## src/hw/rtl/dgwt_pkg.sv

```systemverilog
// Shared constants and helpers for the depth-gated walk timer.
package dgwt_pkg;

  // Field widths fixed by the stream formats
  localparam int unsigned DEPTH_W   = 16;
  localparam int unsigned ELAPSED_W = 24;
  localparam int unsigned CFG_W     = 16;
  localparam int unsigned CFG_IDX_W = 2;
  localparam int unsigned OUT_W     = 48;  // 44 field bits padded to whole bytes

  // Parameter defaults
  localparam int unsigned WINDOW_DEF     = 10;
  localparam int unsigned COUNT_BITS_DEF = 24;

  localparam logic [ELAPSED_W-1:0] ELAPSED_MAX = '1;

  // Item kind carried on tuser
  localparam logic CMD_SAMPLE = 1'b0;
  localparam logic CMD_TICK   = 1'b1;

  // Configuration register indexes
  localparam logic [CFG_IDX_W-1:0] REG_START_LO = 2'd0;
  localparam logic [CFG_IDX_W-1:0] REG_START_HI = 2'd1;
  localparam logic [CFG_IDX_W-1:0] REG_STOP_LO  = 2'd2;
  localparam logic [CFG_IDX_W-1:0] REG_STOP_HI  = 2'd3;

  // Band reset values in mm
  localparam logic [CFG_W-1:0] START_LO_RST = 16'd6500;
  localparam logic [CFG_W-1:0] START_HI_RST = 16'd6700;
  localparam logic [CFG_W-1:0] STOP_LO_RST  = 16'd1500;
  localparam logic [CFG_W-1:0] STOP_HI_RST  = 16'd1600;

  // Result word bit positions
  localparam int unsigned O_AVG_LSB     = 0;
  localparam int unsigned O_TIMING      = 16;
  localparam int unsigned O_STARTED     = 17;
  localparam int unsigned O_STOPPED     = 18;
  localparam int unsigned O_ELAPSED_LSB = 19;
  localparam int unsigned O_FINAL_VALID = 43;

  typedef struct packed {
    logic [DEPTH_W-1:0]   smoothed_depth_mm;
    logic                 timing;
    logic                 started;
    logic                 stopped;
    logic [ELAPSED_W-1:0] elapsed_ticks;
    logic                 final_valid;
  } result_t;

  function automatic logic [OUT_W-1:0] pack_result(input result_t r);
    logic [OUT_W-1:0] w;
    w = '0;
    w[O_AVG_LSB +: DEPTH_W]       = r.smoothed_depth_mm;
    w[O_TIMING]                   = r.timing;
    w[O_STARTED]                  = r.started;
    w[O_STOPPED]                  = r.stopped;
    w[O_ELAPSED_LSB +: ELAPSED_W] = r.elapsed_ticks;
    w[O_FINAL_VALID]              = r.final_valid;
    return w;
  endfunction

  function automatic logic in_band(input logic [DEPTH_W-1:0] v,
                                   input logic [CFG_W-1:0] lo,
                                   input logic [CFG_W-1:0] hi);
    return (v >= lo) && (v <= hi);
  endfunction

endpackage

```

## src/hw/rtl/depth_gated_walk_timer_core.sv

```systemverilog
// Depth-gated walk timer: moving-average depth gate driving a tick stopwatch.
// Samples pass through read, accumulate and a serial divide of sum / fill count in the
//   one-bit-per-cycle restoring divider, then gate checks; a tick word goes straight to the checks.
// Throughput: one word at a time; s_axis_tready is low from accept until the result is
//   loaded into the output register, so no new word is taken before the last one is through.
// Reset (rst_ni low, async): bands to defaults, ring empty, counts zero, idle; ring not cleared.
module depth_gated_walk_timer_core #(
  parameter int unsigned WINDOW     = dgwt_pkg::WINDOW_DEF,     // 1..64 samples
  parameter int unsigned COUNT_BITS = dgwt_pkg::COUNT_BITS_DEF  // 8..32
) (
  input  logic                            clk_i,
  input  logic                            rst_ni,
  // Input stream
  input  logic                            s_axis_tvalid,
  output logic                            s_axis_tready,
  input  logic [dgwt_pkg::DEPTH_W-1:0]    s_axis_tdata,  // [15:0] depth_mm
  input  logic                            s_axis_tuser,  // [0] cmd (0 sample, 1 tick)
  // Result stream
  output logic                            m_axis_tvalid,
  input  logic                            m_axis_tready,
  // [15:0] smoothed_depth_mm, [16] timing, [17] started, [18] stopped,
  // [42:19] elapsed_ticks, [43] final_valid, [47:44] zero
  output logic [dgwt_pkg::OUT_W-1:0]      m_axis_tdata,
  // Configuration write port
  input  logic                            cfg_we_i,
  input  logic [dgwt_pkg::CFG_IDX_W-1:0]  cfg_idx_i,
  input  logic [dgwt_pkg::CFG_W-1:0]      cfg_wdata_i
);

  localparam int unsigned DEPTH_W = dgwt_pkg::DEPTH_W;
  localparam int unsigned CFG_W   = dgwt_pkg::CFG_W;
  localparam int unsigned PTR_W   = (WINDOW > 1) ? $clog2(WINDOW) : 1;
  localparam int unsigned FILL_W  = $clog2(WINDOW + 1);
  localparam int unsigned SUM_W   = DEPTH_W + FILL_W;
  localparam int unsigned DCNT_W  = $clog2(SUM_W + 1);
  localparam int unsigned SHOW_W  = (COUNT_BITS > dgwt_pkg::ELAPSED_W) ?
                                    COUNT_BITS : dgwt_pkg::ELAPSED_W;

  localparam logic [PTR_W-1:0]  PTR_LAST = PTR_W'(WINDOW - 1);
  localparam logic [FILL_W-1:0] FILL_MAX = FILL_W'(WINDOW);

  // Sequencer states
  localparam logic [2:0] ST_IDLE = 3'd0;
  localparam logic [2:0] ST_RD   = 3'd1;  // fetch the sample about to be evicted
  localparam logic [2:0] ST_ACC  = 3'd2;  // update sum, write ring
  localparam logic [2:0] ST_DIV  = 3'd3;  // serial divide sum / fill
  localparam logic [2:0] ST_FIN  = 3'd4;  // gate checks, load result word

  logic [2:0] state_q, state_d;

  // Band registers
  logic [CFG_W-1:0] start_lo_q, start_hi_q, stop_lo_q, stop_hi_q;

  always_ff @(posedge clk_i or negedge rst_ni) begin
    if (!rst_ni) begin
      start_lo_q <= dgwt_pkg::START_LO_RST;
      start_hi_q <= dgwt_pkg::START_HI_RST;
      stop_lo_q  <= dgwt_pkg::STOP_LO_RST;
      stop_hi_q  <= dgwt_pkg::STOP_HI_RST;
    end else if (cfg_we_i) begin
      case (cfg_idx_i)
        dgwt_pkg::REG_START_LO: start_lo_q <= cfg_wdata_i;
        dgwt_pkg::REG_START_HI: start_hi_q <= cfg_wdata_i;
        dgwt_pkg::REG_STOP_LO:  stop_lo_q  <= cfg_wdata_i;
        dgwt_pkg::REG_STOP_HI:  stop_hi_q  <= cfg_wdata_i;
        default: ;
      endcase
    end
  end

  // Datapath registers
  logic [PTR_W-1:0]   wptr_q;
  logic [FILL_W-1:0]  fill_q;
  logic [SUM_W-1:0]   sum_q;
  logic [DEPTH_W-1:0] avg_q;
  logic [DEPTH_W-1:0] depth_q;   // payload, no reset
  logic               kind_q;
  logic [SUM_W-1:0]   quo_q;     // dividend shifts out, quotient shifts in
  logic [FILL_W-1:0]  rem_q;     // below the fill count once the ring holds a sample
  logic [DCNT_W-1:0]  dcnt_q;
  logic               timing_q, final_seen_q;
  logic [COUNT_BITS-1:0] tick_q, final_q;
  logic               out_valid_q;
  logic [dgwt_pkg::OUT_W-1:0] out_data_q;

  // Ring store: one write port, one registered read port, no reset
  logic [DEPTH_W-1:0] ring_mem [WINDOW];
  logic [DEPTH_W-1:0] evict_q;
  logic               ring_we;

  always_ff @(posedge clk_i) begin
    if (ring_we) begin
      ring_mem[wptr_q] <= depth_q;
    end
    if (state_q == ST_RD) begin
      evict_q <= ring_mem[wptr_q];
    end
  end

  logic accept;
  logic out_free;
  assign accept   = s_axis_tvalid && s_axis_tready;
  assign out_free = !out_valid_q || m_axis_tready;
  assign ring_we  = (state_q == ST_ACC);

  // Sum update: one subtract of the evicted sample (once the ring is full), one add
  logic             ring_full;
  logic [SUM_W-1:0] sum_new;
  assign ring_full = (fill_q == FILL_MAX);
  assign sum_new   = sum_q - (ring_full ? SUM_W'(evict_q) : '0) + SUM_W'(depth_q);

  // Restoring divider step
  logic [FILL_W:0] rem_sh;
  logic            q_bit;
  assign rem_sh = {rem_q, quo_q[SUM_W-1]};
  assign q_bit  = (rem_sh >= {1'b0, fill_q});

  // Gate checks on the fresh average
  logic [DEPTH_W-1:0]   avg_new;
  logic                 is_sample, do_start, timing_mid, do_stop, timing_new;
  logic [COUNT_BITS-1:0] tick_new, final_new;
  logic [SHOW_W-1:0]    shown;
  dgwt_pkg::result_t    res;

  always_comb begin
    is_sample  = (kind_q == dgwt_pkg::CMD_SAMPLE);
    avg_new    = is_sample ? quo_q[DEPTH_W-1:0] : avg_q;
    do_start   = is_sample && !timing_q &&
                 dgwt_pkg::in_band(avg_new, start_lo_q, start_hi_q);
    timing_mid = timing_q || do_start;
    tick_new   = do_start ? '0 : tick_q;
    do_stop    = is_sample && timing_mid &&
                 dgwt_pkg::in_band(avg_new, stop_lo_q, stop_hi_q);
    timing_new = timing_mid && !do_stop;
    final_new  = do_stop ? tick_new : final_q;
    // tick while running: saturating increment
    if (!is_sample && timing_q && (tick_q != '1)) begin
      tick_new = tick_q + COUNT_BITS'(1);
    end
    shown = timing_new ? SHOW_W'(tick_new) : SHOW_W'(final_new);
    if (shown > SHOW_W'(dgwt_pkg::ELAPSED_MAX)) begin
      shown = SHOW_W'(dgwt_pkg::ELAPSED_MAX);
    end
    res.smoothed_depth_mm = avg_new;
    res.timing            = timing_new;
    res.started           = do_start;
    res.stopped           = do_stop;
    res.elapsed_ticks     = shown[dgwt_pkg::ELAPSED_W-1:0];
    res.final_valid       = final_seen_q || do_stop;
  end

  // Sequencer
  always_comb begin
    state_d = state_q;
    case (state_q)
      ST_IDLE: begin
        if (accept) begin
          state_d = (s_axis_tuser == dgwt_pkg::CMD_SAMPLE) ? ST_RD : ST_FIN;
        end
      end
      ST_RD:  state_d = ST_ACC;
      ST_ACC: state_d = ST_DIV;
      ST_DIV: begin
        if (dcnt_q == DCNT_W'(1)) begin
          state_d = ST_FIN;
        end
      end
      ST_FIN: begin
        if (out_free) begin
          state_d = ST_IDLE;
        end
      end
      default: state_d = ST_IDLE;
    endcase
  end

  assign s_axis_tready = (state_q == ST_IDLE);

  always_ff @(posedge clk_i or negedge rst_ni) begin
    if (!rst_ni) begin
      state_q      <= ST_IDLE;
      wptr_q       <= '0;
      fill_q       <= '0;
      sum_q        <= '0;
      avg_q        <= '0;
      kind_q       <= dgwt_pkg::CMD_SAMPLE;
      rem_q        <= '0;
      dcnt_q       <= '0;
      timing_q     <= 1'b0;
      final_seen_q <= 1'b0;
      tick_q       <= '0;
      final_q      <= '0;
      out_valid_q  <= 1'b0;
    end else begin
      state_q <= state_d;
      // a new word may replace the one leaving in the same cycle
      if ((state_q == ST_FIN) && out_free) begin
        out_valid_q <= 1'b1;
      end else if (m_axis_tready) begin
        out_valid_q <= 1'b0;
      end
      case (state_q)
        ST_IDLE: begin
          if (accept) begin
            kind_q <= s_axis_tuser;
          end
        end
        ST_ACC: begin
          sum_q  <= sum_new;
          wptr_q <= (wptr_q == PTR_LAST) ? '0 : wptr_q + PTR_W'(1);
          if (!ring_full) begin
            fill_q <= fill_q + FILL_W'(1);
          end
          rem_q  <= '0;
          dcnt_q <= DCNT_W'(SUM_W);
        end
        ST_DIV: begin
          rem_q  <= q_bit ? FILL_W'(rem_sh - {1'b0, fill_q}) : rem_sh[FILL_W-1:0];
          dcnt_q <= dcnt_q - DCNT_W'(1);
        end
        ST_FIN: begin
          if (out_free) begin
            avg_q        <= avg_new;
            timing_q     <= timing_new;
            tick_q       <= tick_new;
            final_q      <= final_new;
            final_seen_q <= final_seen_q || do_stop;
          end
        end
        default: ;
      endcase
    end
  end

  // Payload registers
  always_ff @(posedge clk_i) begin
    if (accept) begin
      depth_q <= s_axis_tdata;
    end
    if (state_q == ST_ACC) begin
      quo_q <= sum_new;
    end else if (state_q == ST_DIV) begin
      quo_q <= {quo_q[SUM_W-2:0], q_bit};
    end
    if ((state_q == ST_FIN) && out_free) begin
      out_data_q <= dgwt_pkg::pack_result(res);
    end
  end

  assign m_axis_tvalid = out_valid_q;
  assign m_axis_tdata  = out_data_q;

endmodule

```

## config.mk

```make
export PLATFORM = sky130hd
export DESIGN_NAME = depth_gated_walk_timer_core
export DESIGN_NICKNAME = d
export VERILOG_FILES = /design/src/hw/rtl/dgwt_pkg.sv /design/src/hw/rtl/depth_gated_walk_timer_core.sv
export SDC_FILE = /design/constraint.sdc
export NUM_CORES = 1
export LEC_CHECK = 0
export BUFFER_PORTS_ARGS = -buffer_cell sky130_fd_sc_hd__buf_2
export CORE_MARGIN = 4
export CORE_UTILIZATION = 30
export DETAILED_ROUTE_END_ITERATION = 16
export PLACE_DENSITY = 0.56
export SETUP_SLACK_MARGIN = 0.15
export SLEW_MARGIN = 20
export SYNTH_ARGS = -nofsm -noshare
export SYNTH_HDL_FRONTEND = slang
export SYNTH_SLANG_ARGS = --single-unit
```

## constraint.sdc

```tcl
create_clock -name clk_i -period 3.99 [get_ports clk_i]
set_input_delay 0.798 -clock clk_i [delete_from_list [all_inputs] [get_ports clk_i]]
set_output_delay 0.798 -clock clk_i [all_outputs]
set_load 0.02 [all_outputs]
```

==> results.yml <==
clock_network:
  cts_tree: "built"
  root_buffer: "clkbuf_16"
  cts_max_path_buffers: 3
  htree_num_levels: 2
  clock_latency_ps: 580
  clk_pin_slew_ps: 60
  cts_num_sinks: 428
  numCtsBuffers: 47
drt:
  dr.max_layer_used: "met4"
  routedWlPerCell_um: 16.8
  ant_nets: 0
  wl_met1_um: 21000
  route.met2.wl_um: 21000
  wl_met3_um: 1970
  vias: 12900
  via_per_inst: 4.83
  drt-total-wl_um: 44900
  dr.pass1.iters: 5
  drc_errors: 0
  drt_iter0_markers: 1028
synth:
  synthSimpleGateAreaFrac_pct: 8.71
  ys_types: 76
  synth_top_family_by_area: "multiplexers"
  synth_compound_gate_area_share_pct: 8.59
  synth_mux_area_share_pct: 10.6
  yosys.area_share.adder_pct: 7.28
  synth_xor_area_share_pct: 1.70
  synth-seq-cells: 428
  ys_top_cells_by_area: "edfxtp_1 (37%), dfrtp_1 (18%), ha_1 (5.6%)"
  syn-cell-area_mm2: 0.0207
  syn_avg_cell_area_um2: 12.5
  yosysSeqAreaShare_pct: 58.2
  synth-edff-count: 256
  synth_flop_cell: "edfxtp_1"
  synthCells: 1651
  synth.largest_area_cell: "edfxtp_1"
  async_flop_share_pct: 40.2
  yosysWarnings: 0
  synth_top_cell_area_share_pct: 37.2
placement:
  routabilityCongestion: 0.800
  dpl_cell_area_mm2: 0.0222
  io_buffers: 85
  hpwl_um: 30100
sta:
  skew_ps: 27.5
  final-setup-viol-count: 0
  fin_crit_sh_pct: 91.9
  tightest_slew_ps: 1040
  fin_crit_ps: 3670
  fin_hold_ws_ps: 311
  rsz0062_at_grt: "false"
  fmax_ghz: 0.273
  setup_tns_ps: 0
  hold_viol: 0
  relSlewSlack_pct: 30.7
  maxSlewViolCount: 0
setup_path:
  cp_slowest_cell: "fa_1"
  crit_fanout: 14
  worstPathCellList: "inv_1, ha_1, and3_4, buf_6, and2_1, fa_1, inv_2, ha_4, a21oi_4, inv_2, a221oi_4, o211ai_1, buf_4, a2111oi_4, o31ai_2, xnor2_1, o21ai_1"
  start_kind: "register"
  slowest_delay_ps: 490
  worst_setup_path_end_kind: "register"
  critPathArrivalTime_ps: 3980
  critPathTopFamily: "compound AO/OA/AOI/OAI gates"
  critPathKind: "reg2reg"
  critPathBufInv: 5
  required_ps: 4310
  path_common_cell: "inv_2"
layout:
  area.growth.synth_to_final_pct: 15.6
  final_area_mm2: 0.0239
  final_nets: 1904
  seq_area_mm2: 0.0120
  multi_input_area_mm2: 0.00782
  drive_gt1_share_pct: 21.1
  diodes: 0
  fill_cells: 6629
floorplanning:
  rows: 95
  ios: 90
  die_h_um: 270
  core_area_mm2: 0.0678
  die_area_mm2: 0.0731
  initial_utilization_pct: 30.5
  die_w_um: 270
global_route:
  grtUsageTotal_pct: 12.2
  grt_max_degree: 88
  gr-total-overflow: 0
  grt_pass1_vias: 13300
  antenna_found_initial: 0
  grt_pass1_wl_um: 72900
status:
  outcome: "finished, final reports clean"
pwr:
  power.density_mw_per_mm2: 796
  power_mw: 19.0
  p_leak_nw: 9.45
  ir_drop_mv: 0.330
hold_path:
  min_path_type: "in2async"
job:
  cap_violations: 0
==> per-stage QoR <==
| stage | std cells | worst slack, ps | utilization [%] |
|---|---|---|---|
| 6_report | 2664 | 324 | 35.3 |
| 5_1_grt | 2664 | 113 | 35.3 |
| 4_1_cts | 2661 | 187 | 35.0 |
| 3_5_place_dp | 2574 | 43.1 | 32.8 |
| 3_3_place_gp | 2574 | 100 | 32.8 |
| 2_1_floorplan | 1654 | 232 | - |
==> cells in the final DEF, fill, tap and decap left out, types with 8 or more instances in the layout <==
cell       Yosys  layout
a211oi_1      21      21
a21o_1        19      19
a21oi_1       85      82
a22o_1         9       9
a31oi_1       10       8
and2_1        20      20
and3_1        11       9
buf_2         10      84
buf_4          4      43
clkbuf_1      56      21
clkbuf_16      0      47
dfrtp_1      150     149
dfstp_2       22      22
edfxtp_1     256     256
fa_1          17      17
ha_1          93      89
inv_1        172     170
mux2_2        87      87
mux2i_1       48      48
mux4_2        32      32
nand2_1      147     147
nand2b_1       8       8
nand3_1       31      31
nand4_1       16      16
nor2_1        50      49
nor2b_1       23      23
nor3_1        28      25
o21ai_0       75      73
o2bb2ai_1     18      18
xnor2_1       27      27
xor2_1        13      13
==> layer usage <==
metal  track usage (%)  vias up
met1              17.0     6431
met5                 0        -
met4              2.77        0
li1                  -     6110
met2              20.0      250
met3              2.15       67
==> final timing paths <==
kind / startpoint / endpoint / slack (ps) / depth (start not counted)
worst max-delay path: fill_q[0] / quo_q[18] / 320 / 17
worst min-delay path: rst_ni / stop_hi_q[7] / 310 / 1
worst max register to register: fill_q[0] / quo_q[18] / 320 / 17
worst min register to register: final_seen_q / final_seen_q / 460 / 1
max in group asynchronous: rst_ni / wptr_q[0] / 2670 / 2
min in group clk_i: s_axis_tdata[13] / depth_q[13] / 400 / 1
==> timing repair <==
| action | CTS | global route |
|---|---|---|
| pin swaps | 1 | 10 |
| buffers inserted | 1 | 3 |
| setup endpoints to repair | 6 | 14 |
| gates resized for setup | 6 | 25 |
| hold buffers | 0 | 0 |
==> registers in the layout, summed over array words and instances (netlist names), 4 cells and up <==
signal,cells
final_q,24
sum_q,20
ring_mem,160
avg_q,16
rem_q,4
stop_lo_q,16
evict_q,16
start_hi_q,16
quo_q,20
stop_hi_q,16
start_lo_q,16
dcnt_q,5
wptr_q,4
tick_q,24
fill_q,4
depth_q,16
m_axis_tdata,44
==> where the power goes <==
part / total (mW) / internal (mW) / switching (mW)
clock: 4.20 / 2.45 / 1.75
combinational: 8.12 / 3.46 / 4.66
sequential: 6.68 / 6.04 / 0.640
==> area by class of cell <==
cell class,count,share of cell area [%]
Multi-Input combinational cell,971,32.8
Tap cell,873,4.57
Sequential cell,428,50.3
Clock buffer,71,5.43
Timing Repair Buffer,132,3.46
Clock inverter,15,0.723
Inverter,174,2.73
==> cells in the mapped netlist (11+ instances only) <==
cell / count
edfxtp_1: 256
inv_1: 172
dfrtp_1: 150
nand2_1: 147
ha_1: 93
mux2_2: 87
a21oi_1: 85
o21ai_0: 75
clkbuf_1: 56
nor2_1: 50
mux2i_1: 48
mux4_2: 32
nand3_1: 31
nor3_1: 28
xnor2_1: 27
nor2b_1: 23
dfstp_2: 22
a211oi_1: 21
and2_1: 20
a21o_1: 19
o2bb2ai_1: 18
fa_1: 17
nand4_1: 16
xor2_1: 13
and3_1: 11
==> cell families (layout without fill, tap and decap cells) <==
family,after synthesis,count (layout)
adders and majority gates,110,110
xor gates and xnor gates,40,40
AOI/OAI and AO/OA,281,281
buffers and inverters,255,392
other,1,4
DFF,428,428
and+or+nand+nor,369,369
muxes,167,167
Note: power is estimated with default switching activity, not from simulation.
